[config.mk]
export PLATFORM = sky130hd
export DESIGN_NAME = base64_stream_codec_core
export DESIGN_NICKNAME = d
export VERILOG_FILES = /design/src/rtl/b64sc_pkg.sv /design/src/rtl/b64sc_group.sv /design/src/rtl/b64sc_emit.sv /design/src/rtl/base64_stream_codec_core.sv
export SDC_FILE = /design/constraint.sdc
export NUM_CORES = 1
export LEC_CHECK = 0
export ABC_AREA = 1
export BUFFER_PORTS_ARGS = -buffer_cell sky130_fd_sc_hd__buf_2
export CORE_ASPECT_RATIO = 0.5
export CORE_MARGIN = 2
export CORE_UTILIZATION = 58
export CTS_CLUSTER_SIZE = 14
export DETAILED_ROUTE_END_ITERATION = 8
export GPL_TIMING_DRIVEN = 0
export PLACE_DENSITY_LB_ADDON = 0.25
export SLEW_MARGIN = 20
export SYNTH_ARGS = -nofsm -noshare
export SYNTH_HDL_FRONTEND = slang
export SYNTH_SLANG_ARGS = --single-unit
[constraint.sdc]
create_clock -name clk_i -period 3.05 [get_ports clk_i]
set_input_delay 0.61 -clock clk_i [delete_from_list [all_inputs] [get_ports clk_i]]
set_output_delay 0.61 -clock clk_i [all_outputs]
set_load 0.01 [all_outputs]
[src/rtl/b64sc_pkg.sv]
// ----------------------------------------------------------------------------
// b64sc_pkg: shared types and alphabet functions for the base64 codec.
// Holds the transaction payload structs and the character <-> sextet maps.
// ----------------------------------------------------------------------------
package b64sc_pkg;

  // Direction register codes.
  localparam logic DirEncode = 1'b0;
  localparam logic DirDecode = 1'b1;

  // Character codes of the alphabet boundaries and the pad.
  localparam logic [7:0] ChPad    = 8'h3D;  // '='
  localparam logic [7:0] ChUpperA = 8'h41;  // 'A'
  localparam logic [7:0] ChUpperZ = 8'h5A;  // 'Z'
  localparam logic [7:0] ChLowerA = 8'h61;  // 'a'
  localparam logic [7:0] ChLowerZ = 8'h7A;  // 'z'
  localparam logic [7:0] ChDigit0 = 8'h30;  // '0'
  localparam logic [7:0] ChDigit9 = 8'h39;  // '9'
  localparam logic [7:0] ChPlus   = 8'h2B;  // '+'
  localparam logic [7:0] ChSlash  = 8'h2F;  // '/'

  // Largest number of results one input transaction can cause.
  localparam int unsigned MaxResults = 4;

  // Input transaction payload.
  typedef struct packed {
    logic [7:0] in_byte;
    logic       in_last;
  } in_item_t;

  // Output transaction payload.
  typedef struct packed {
    logic [7:0] out_byte;
    logic       out_last;
    logic       out_error;
  } out_item_t;

  // A finished group handed from the assembler to the emitter.
  typedef struct packed {
    logic [2:0]                     count;
    out_item_t [MaxResults-1:0]     items;
  } group_t;

  // Decoded sextet with a flag that the character is in the alphabet.
  typedef struct packed {
    logic       ok;
    logic [5:0] val;
  } sextet_t;

  // Map a sextet to its alphabet character.
  function automatic logic [7:0] b64_char(logic [5:0] s);
    logic [7:0] s8;
    s8 = {2'b00, s};
    if (s < 6'd26)      return ChUpperA + s8;
    else if (s < 6'd52) return ChLowerA + s8 - 8'd26;
    else if (s < 6'd62) return ChDigit0 + s8 - 8'd52;
    else if (s == 6'd62) return ChPlus;
    else                return ChSlash;
  endfunction

  // Map a character to its sextet; ok is low outside the alphabet.
  function automatic sextet_t b64_sextet(logic [7:0] c);
    sextet_t r;
    r = '0;
    if (c >= ChUpperA && c <= ChUpperZ) begin
      r.ok  = 1'b1;
      r.val = 6'(c - ChUpperA);
    end else if (c >= ChLowerA && c <= ChLowerZ) begin
      r.ok  = 1'b1;
      r.val = 6'(c - ChLowerA + 8'd26);
    end else if (c >= ChDigit0 && c <= ChDigit9) begin
      r.ok  = 1'b1;
      r.val = 6'(c - ChDigit0 + 8'd52);
    end else if (c == ChPlus) begin
      r.ok  = 1'b1;
      r.val = 6'd62;
    end else if (c == ChSlash) begin
      r.ok  = 1'b1;
      r.val = 6'd63;
    end
    return r;
  endfunction

endpackage

[src/rtl/b64sc_group.sv]
// ----------------------------------------------------------------------------
// b64sc_group: group assembler.
// Holds the direction register and the partial group, and forms the finished
// group of results when an input transaction completes one.
// ----------------------------------------------------------------------------
module b64sc_group (
  input  logic                clk_i,
  input  logic                rst_ni,
  input  logic                cfg_write_i,
  input  logic                cfg_data_i,
  input  logic                accept_i,
  input  b64sc_pkg::in_item_t item_i,
  output b64sc_pkg::group_t   group_o
);
  import b64sc_pkg::*;

  logic        dir_q;
  logic [23:0] buf_q, buf_d;
  logic [1:0]  cnt_q, cnt_d;
  logic [1:0]  pad_q, pad_d;
  logic        bad_q, bad_d;

  logic [23:0] enc_buf, dec_buf;
  logic [2:0]  enc_n, pads, keep;
  logic        is_pad;
  sextet_t     sx;
  logic [5:0]  sval;
  group_t      grp;

  // Result of the group, given the current partial group and the incoming item.
  always_comb begin
    grp    = '0;
    buf_d  = buf_q;
    cnt_d  = cnt_q;
    pad_d  = pad_q;
    bad_d  = bad_q;
    enc_buf = buf_q;
    dec_buf = buf_q;
    enc_n  = {1'b0, cnt_q} + 3'd1;
    pads   = 3'd0;
    keep   = 3'd3;
    is_pad = (item_i.in_byte == ChPad);
    sx     = b64_sextet(item_i.in_byte);
    sval   = (is_pad || !sx.ok) ? 6'd0 : sx.val;

    if (dir_q == DirEncode) begin
      // Place the byte at its final position in the 24-bit group.
      case (cnt_q)
        2'd0:    enc_buf = buf_q | {item_i.in_byte, 16'h0000};
        2'd1:    enc_buf = buf_q | {8'h00, item_i.in_byte, 8'h00};
        default: enc_buf = buf_q | {16'h0000, item_i.in_byte};
      endcase
      case (enc_n)
        3'd1:    pads = 3'd2;
        3'd2:    pads = 3'd1;
        default: pads = 3'd0;
      endcase
      buf_d = enc_buf;
      cnt_d = enc_n[1:0];
      if (enc_n == 3'd3 || item_i.in_last) begin
        grp.count = 3'd4;
        for (int i = 0; i < 4; i++) begin
          grp.items[i].out_byte  = (3'(i) >= 3'd4 - pads) ? ChPad
                                   : b64_char(enc_buf[18-6*i +: 6]);
          grp.items[i].out_last  = item_i.in_last && (i == 3);
          grp.items[i].out_error = 1'b0;
        end
      end
    end else begin
      // Place the sextet and note pads and bad characters.
      case (cnt_q)
        2'd0:    dec_buf = buf_q | {sval, 18'h0};
        2'd1:    dec_buf = buf_q | {6'h0, sval, 12'h0};
        2'd2:    dec_buf = buf_q | {12'h0, sval, 6'h0};
        default: dec_buf = buf_q | {18'h0, sval};
      endcase
      pad_d = pad_q | {is_pad && (cnt_q == 2'd2), is_pad && (cnt_q == 2'd3)};
      bad_d = bad_q | (!is_pad && !sx.ok);
      buf_d = dec_buf;
      cnt_d = cnt_q + 2'd1;
      if (cnt_q != 2'd3) begin
        // A message end inside a group is a length error.
        if (item_i.in_last) begin
          grp.count              = 3'd1;
          grp.items[0].out_byte  = 8'h00;
          grp.items[0].out_last  = 1'b1;
          grp.items[0].out_error = 1'b1;
        end
      end else begin
        if (item_i.in_last) begin
          keep = 3'd3 - {2'b00, pad_d[0]} - {2'b00, pad_d[1]};
        end
        grp.count = keep;
        for (int i = 0; i < 3; i++) begin
          grp.items[i].out_byte  = dec_buf[16-8*i +: 8];
          grp.items[i].out_last  = item_i.in_last && (3'(i) == keep - 3'd1);
          grp.items[i].out_error = bad_d;
        end
      end
    end
  end

  assign group_o = grp;

  // Direction and partial group state; a direction write clears the group.
  always_ff @(posedge clk_i or negedge rst_ni) begin
    if (!rst_ni) begin
      dir_q <= DirEncode;
      buf_q <= '0;
      cnt_q <= '0;
      pad_q <= '0;
      bad_q <= 1'b0;
    end else if (cfg_write_i) begin
      dir_q <= cfg_data_i;
      buf_q <= '0;
      cnt_q <= '0;
      pad_q <= '0;
      bad_q <= 1'b0;
    end else if (accept_i) begin
      if (grp.count != 3'd0) begin
        buf_q <= '0;
        cnt_q <= '0;
        pad_q <= '0;
        bad_q <= 1'b0;
      end else begin
        buf_q <= buf_d;
        cnt_q <= cnt_d;
        pad_q <= pad_d;
        bad_q <= bad_d;
      end
    end
  end

endmodule

[src/rtl/b64sc_emit.sv]
// ----------------------------------------------------------------------------
// b64sc_emit: result emitter.
// Holds one finished group in a short shift register and hands its results
// out one transaction per cycle from the head slot while out_stall_i is low.
// ----------------------------------------------------------------------------
module b64sc_emit (
  input  logic                 clk_i,
  input  logic                 rst_ni,
  input  logic                 load_i,
  input  b64sc_pkg::group_t    group_i,
  output logic                 free_o,
  output logic                 out_valid_o,
  input  logic                 out_stall_i,
  output b64sc_pkg::out_item_t out_o
);
  import b64sc_pkg::*;

  out_item_t [MaxResults-1:0] slot_q;
  logic [2:0]                 cnt_q;
  logic                       take;

  assign take        = (cnt_q != 3'd0) && !out_stall_i;
  // Room for a new group once the last held result leaves.
  assign free_o      = (cnt_q == 3'd0) || ((cnt_q == 3'd1) && take);
  assign out_valid_o = (cnt_q != 3'd0);
  assign out_o       = slot_q[0];

  // Result slots: no reset needed on the payload.
  always_ff @(posedge clk_i) begin
    if (load_i) begin
      slot_q <= group_i.items;
    end else if (take) begin
      for (int i = 0; i < MaxResults - 1; i++) begin
        slot_q[i] <= slot_q[i+1];
      end
    end
  end

  // Count of results still held.
  always_ff @(posedge clk_i or negedge rst_ni) begin
    if (!rst_ni) begin
      cnt_q <= '0;
    end else if (load_i) begin
      cnt_q <= group_i.count;
    end else if (take) begin
      cnt_q <= cnt_q - 3'd1;
    end
  end

  // A group is only loaded when the slots are free.
  assert property (@(posedge clk_i) disable iff (!rst_ni) load_i |-> free_o)
    else $error("group loaded while results are pending");

  // A loaded group carries between one and four results.
  assert property (@(posedge clk_i) disable iff (!rst_ni)
                   load_i |-> (group_i.count != 3'd0 && group_i.count <= 3'd4))
    else $error("bad group size");

  // The held count never exceeds the slot depth.
  assert property (@(posedge clk_i) disable iff (!rst_ni) cnt_q <= 3'd4)
    else $error("result count overflow");

  // Taking the last held result with nothing loaded empties the emitter.
  assert property (@(posedge clk_i) disable iff (!rst_ni)
                   (cnt_q == 3'd1 && take && !load_i) |=> !out_valid_o)
    else $error("emitter did not drain");

endmodule

[src/rtl/base64_stream_codec_core.sv]
// ----------------------------------------------------------------------------
// base64_stream_codec_core: streaming base64 encoder and decoder.
// Standard alphabet with '=' padding; the direction register picks the mode.
//
//   Channel | Handshake                | Payload
//   --------+--------------------------+---------------------------------
//   in      | in_valid_i / in_stall_o  | in_i  (in_byte, in_last)
//   out     | out_valid_o / out_stall_i| out_o (out_byte, out_last, out_error)
//   cfg     | cfg_valid_i / cfg_ready_o| cfg_data_i (direction)
//
// An input transaction that completes a group loads its results into the
// emitter on the same edge; results leave one per cycle from a register
// while the output does not stall. Encoding gives four characters per three
// bytes; decoding takes one character per cycle while the output flows.
// The input stalls only while a completing item finds the emitter busy.
// Reset clears the direction to encode and the partial group; cfg is always
// ready and a write also clears the partial group.
// ----------------------------------------------------------------------------
module base64_stream_codec_core (
  input  logic                 clk_i,
  input  logic                 rst_ni,
  input  logic                 cfg_valid_i,
  output logic                 cfg_ready_o,
  input  logic                 cfg_data_i,
  input  logic                 in_valid_i,
  output logic                 in_stall_o,
  input  b64sc_pkg::in_item_t  in_i,
  output logic                 out_valid_o,
  input  logic                 out_stall_i,
  output b64sc_pkg::out_item_t out_o
);
  import b64sc_pkg::*;

  group_t grp;
  logic   free;
  logic   accept;
  logic   cfg_write;

  assign cfg_ready_o = 1'b1;
  assign cfg_write   = cfg_valid_i && cfg_ready_o;

  // Hold off an item only when it would produce results with no room.
  assign in_stall_o = (grp.count != 3'd0) && !free;
  assign accept     = in_valid_i && !in_stall_o;

  b64sc_group u_group (
    .clk_i       (clk_i),
    .rst_ni      (rst_ni),
    .cfg_write_i (cfg_write),
    .cfg_data_i  (cfg_data_i),
    .accept_i    (accept),
    .item_i      (in_i),
    .group_o     (grp)
  );

  b64sc_emit u_emit (
    .clk_i       (clk_i),
    .rst_ni      (rst_ni),
    .load_i      (accept && (grp.count != 3'd0)),
    .group_i     (grp),
    .free_o      (free),
    .out_valid_o (out_valid_o),
    .out_stall_i (out_stall_i),
    .out_o       (out_o)
  );

endmodule

==> impl_metrics.csv <==
group,metric,value,unit
synth,syn_area_per_cell,6.985,µm²
worst_setup_path,start_kind,"input pin",
finish,postLayoutCellArea,8165,µm²
route,drc,0,
route,route.met2.wl,9.266,mm
timing,finalMaxSlewViolations,0,
route,top_layer,"met4",
worst_setup_path,slowest_stage,"ha_4",
synth,ys_dominant_reg_cell,"edfxtp_1",
placed_design,gp_congestion,1.029,
synth,yosysSeqAreaShare,0.2819,
power,internal-power,2580,µW
synth,synth-seq-cells,72,
clock_network,clock_latency,0.35,ns
route,initialDrtViolationCount,1012,
power,p_sw,1750,µW
timing,clock.fmax,0.3356,GHz
clock_network,cts_sinks,72,
worst_setup_path,crit_family,"simple AND/OR/NAND/NOR gates",
floorplan,die_area,13170,µm²
synth,synthAdderAreaFrac,0.1060,
synth,synth_top_family_by_area,"simple AND/OR/NAND/NOR gates",
route,via_per_inst,5.947,
worst_setup_path,crit_fanout,10,
power,ir_drop,0.3228,mV
synth,yosys.area_share.simple,0.2862,
clock_network,clk_pin_slew_worst_paths,0.06,ns
floorplan,core,11880,µm²
synth,synth_area,7083,µm²
route,firstDrtPassIters,6,
route,wl,21.83,mm
worst_setup_path,rr_endpoint,"u_emit.slot_q[26]",
clock_network,cts_buffers,9,
finish,layout-drive-gt1-share,0.1817,
timing,holdWs,0.3723,ns
finish,area_growth,15.28,%
floorplan,rows,28,
power,p_leak,0.003888,µW
floorplan,initial_core_util,0.5964,
power,power_density,530.3,nW/µm²
synth,synth-compound-area-share,0.1894,
global_route,grt_overflow,0,
power,combPwrFrac,0.432,
global_route,grt_max_degree,34,
floorplan,fp.dieW,160.3,µm
worst_setup_path,path_depth,15,
floorplan,ioPinCount,28,
clock_network,ctsHtreeMaxLevel,3,
synth,synthArstFlopShare,0.4583,
placed_design,dp_cells,1205,
power,finalPower,4330,µW
finish,nNetsFinal,1143,
worst_setup_path,critical_path_required,2.44,ns
synth,muxShareOfSynthArea,0,
global_route,grt_pass1_wl,33.57,mm
global_route,antenna_found_initial,0,
timing,timing.slew.headroom,0.4054,
power,seq_power_share,0.318,
timing,fin_worst_skew,0.006536,ns
worst_setup_path,worstPathArrival,2.37,ns
timing,post-route-period-util,0.9771,
worst_setup_path,cp_num_buf_inv,6,
route,antenna_left,0,
worst_setup_path,crit_path_end_kind,"output port",
timing,min_period,2.980,ns
status,status,"finished clean",
run,cap_violations,0,
finish,layout.cells.non_filler,1238,
clock_network,cts_tree,"done",
finish,antenna_cells,0,
worst_setup_path,slowest_delay,0.27,ns
worst_setup_path,timing.rr.start,"u_group.cnt_q[1]",
route,wl_per_cell,17.63,µm
route,vias,7363,
global_route,track_usage,0.3295,
timing,setup_viol,0,
synth,synth-xor-area-share,0.03215,
synth,synthCells,1014,
floorplan,dieHeight,82.14,µm
min_path,hold_path.class,"in -> async",
global_route,grt_pass1_vias,6532,
synth,synth-edff-count,39,
worst_setup_path,reg2reg_setup_slack,0.08,ns
worst_setup_path,path_class,"in -> out",
clock_network,cts-root-buf,"clkbuf_16",
finish,final_common_cell,"nand2_1",
synth,synth_warnings,0,
worst_setup_path,worstSetupEndpoint,"in_stall_o",
placed_design,place_area,7427,µm²
worst_setup_path,r2r_cells,14,
placed_design,portBuffers,26,
finish,final_cell_mix,"nand2_1 (281), inv_1 (95), nand3_1 (79)",
clock_network,cts_buffer_depth,2,
finish,utilization,0.6875,
power,power.share.clock,0.250,
timing,worst_slew_pin_slew,0.8919,ns
timing,finalHoldViolations,0,
worst_setup_path,worstSetupStartpoint,"in_i[2]",
route,wl_met1,9.242,mm
route,dr_wl_met3,2.762,mm
synth,ys_types,45,
synth,syn-num-nets,1089,
worst_setup_path,path_cells,"buf_6 > inv_2 > ha_4 > nand3_4 > inv_4 > a21oi_4 > inv_2 > ha_4 > nand3_2 > nand2_2 > nand2_2 > nor2_4 > or2_2 > inv_1 > buf_2",
placed_design,dp_hpwl,15.96,mm
power,swShare,0.4042,
## layer usage
layer	global-route usage	vias up
met1	0.4518	3371
met5	0	-
li1	-	3447
met3	0.08541	67
met4	0.1009	0
met2	0.5182	478
## worst reg2reg max path, cell delays in order (launching register included)
cell	delay, ns
dfrtp_2	0.42
inv_2	0.09
ha_1	0.22
buf_6	0.18
nor2_4	0.38
a21oi_4	0.18
ha_1	0.27
nor2_1	0.13
o21ai_0	0.13
nand3_1	0.11
o21ai_0	0.08
nand2_1	0.06
o21ai_1	0.07
o21ai_1	0.15
nand3_1	0.20
## area by class of cell
cell class | count | area (µm²)
multi-input combinational | 779 | 4611
fill | 1006 | 3711
sequential | 72 | 1999
inverter | 124 | 474.2
buffer | 38 | 295.3
timing repair buffer | 44 | 280.3
clock buffer | 10 | 229.0
tap | 165 | 206.4
clock inverter | 6 | 70.07
## worst min path at each step
stage                              endpoint  slack (ns)
after global routing       u_group.buf_q[0]        0.42
after floorplan             u_emit.cnt_q[0]        0.31
after global placement     u_group.pad_q[1]        0.47
final                      u_group.buf_q[8]        0.37
after CTS                  u_group.buf_q[8]        0.41
after detailed placement  u_group.buf_q[23]        0.49
## sequential cells by signal, indices dropped and copies added (netlist names)
signal,count
u_emit.slot_q,29
u_group.buf_q,24
u_emit.out_o,10
u_emit.cnt_q,3
u_group.cnt_q,2
u_group.pad_q,2
u_group.bad_q,1
u_group.dir_q,1
## kinds of logic (layout without fill, tap and decap cells)
family / after synthesis / in the layout
compound gates: 217 / 217
buf+inv: 163 / 222
other cells: 1 / 1
xor+xnor: 26 / 26
simple gates: 475 / 475
fa+ha+maj: 60 / 60
flops: 72 / 72
## through the flow
step,setup TNS (ns),worst slack [ns]
6_report,0,0.06994
5_1_grt,-0.08233,-0.04240
4_1_cts,-0.1094,-0.09113
3_5_place_dp,-59.64,-0.7942
3_3_place_gp,-60.70,-0.8018
2_1_floorplan,0,0.01143
## power groups by stage
stage / registers [µW] / logic (µW) / clock network, µW
finish: 1380 / 1870 / 1080
global placement: 1380 / 1670 / 0
detailed placement: 1380 / 1700 / 0
floorplan: 1360 / 1250 / 0
CTS: 1370 / 1750 / 1070
global route: 1400 / 2040 / 1120
## synth_stat cells, types with 17 or more instances
library cell | instances | area (µm²)
xor2_1 | 23 | 201.4
inv_2 | 17 | 63.81
nand2_1 | 287 | 1077
nor2_1 | 66 | 247.7
edfxtp_1 | 39 | 1171
dfrtp_1 | 33 | 825.8
buf_4 | 18 | 135.1
nand3_1 | 81 | 405.4
o211ai_1 | 24 | 180.2
o21ai_1 | 21 | 105.1
ha_1 | 60 | 750.7
a21oi_1 | 63 | 315.3
inv_1 | 106 | 397.9
o21ai_0 | 61 | 305.3
## what timing repair did
| action | in CTS | in global routing |
|---|---|---|
| cloned | 0 | 0 |
| resized for setup | 27 | 50 |
| hold buffers | 0 | 0 |
| setup endpoints to repair | 102 | 69 |
| pin swaps | 2 | 10 |
| buffers inserted | 2 | 16 |
Note: power is estimated with default switching activity, not from simulation.
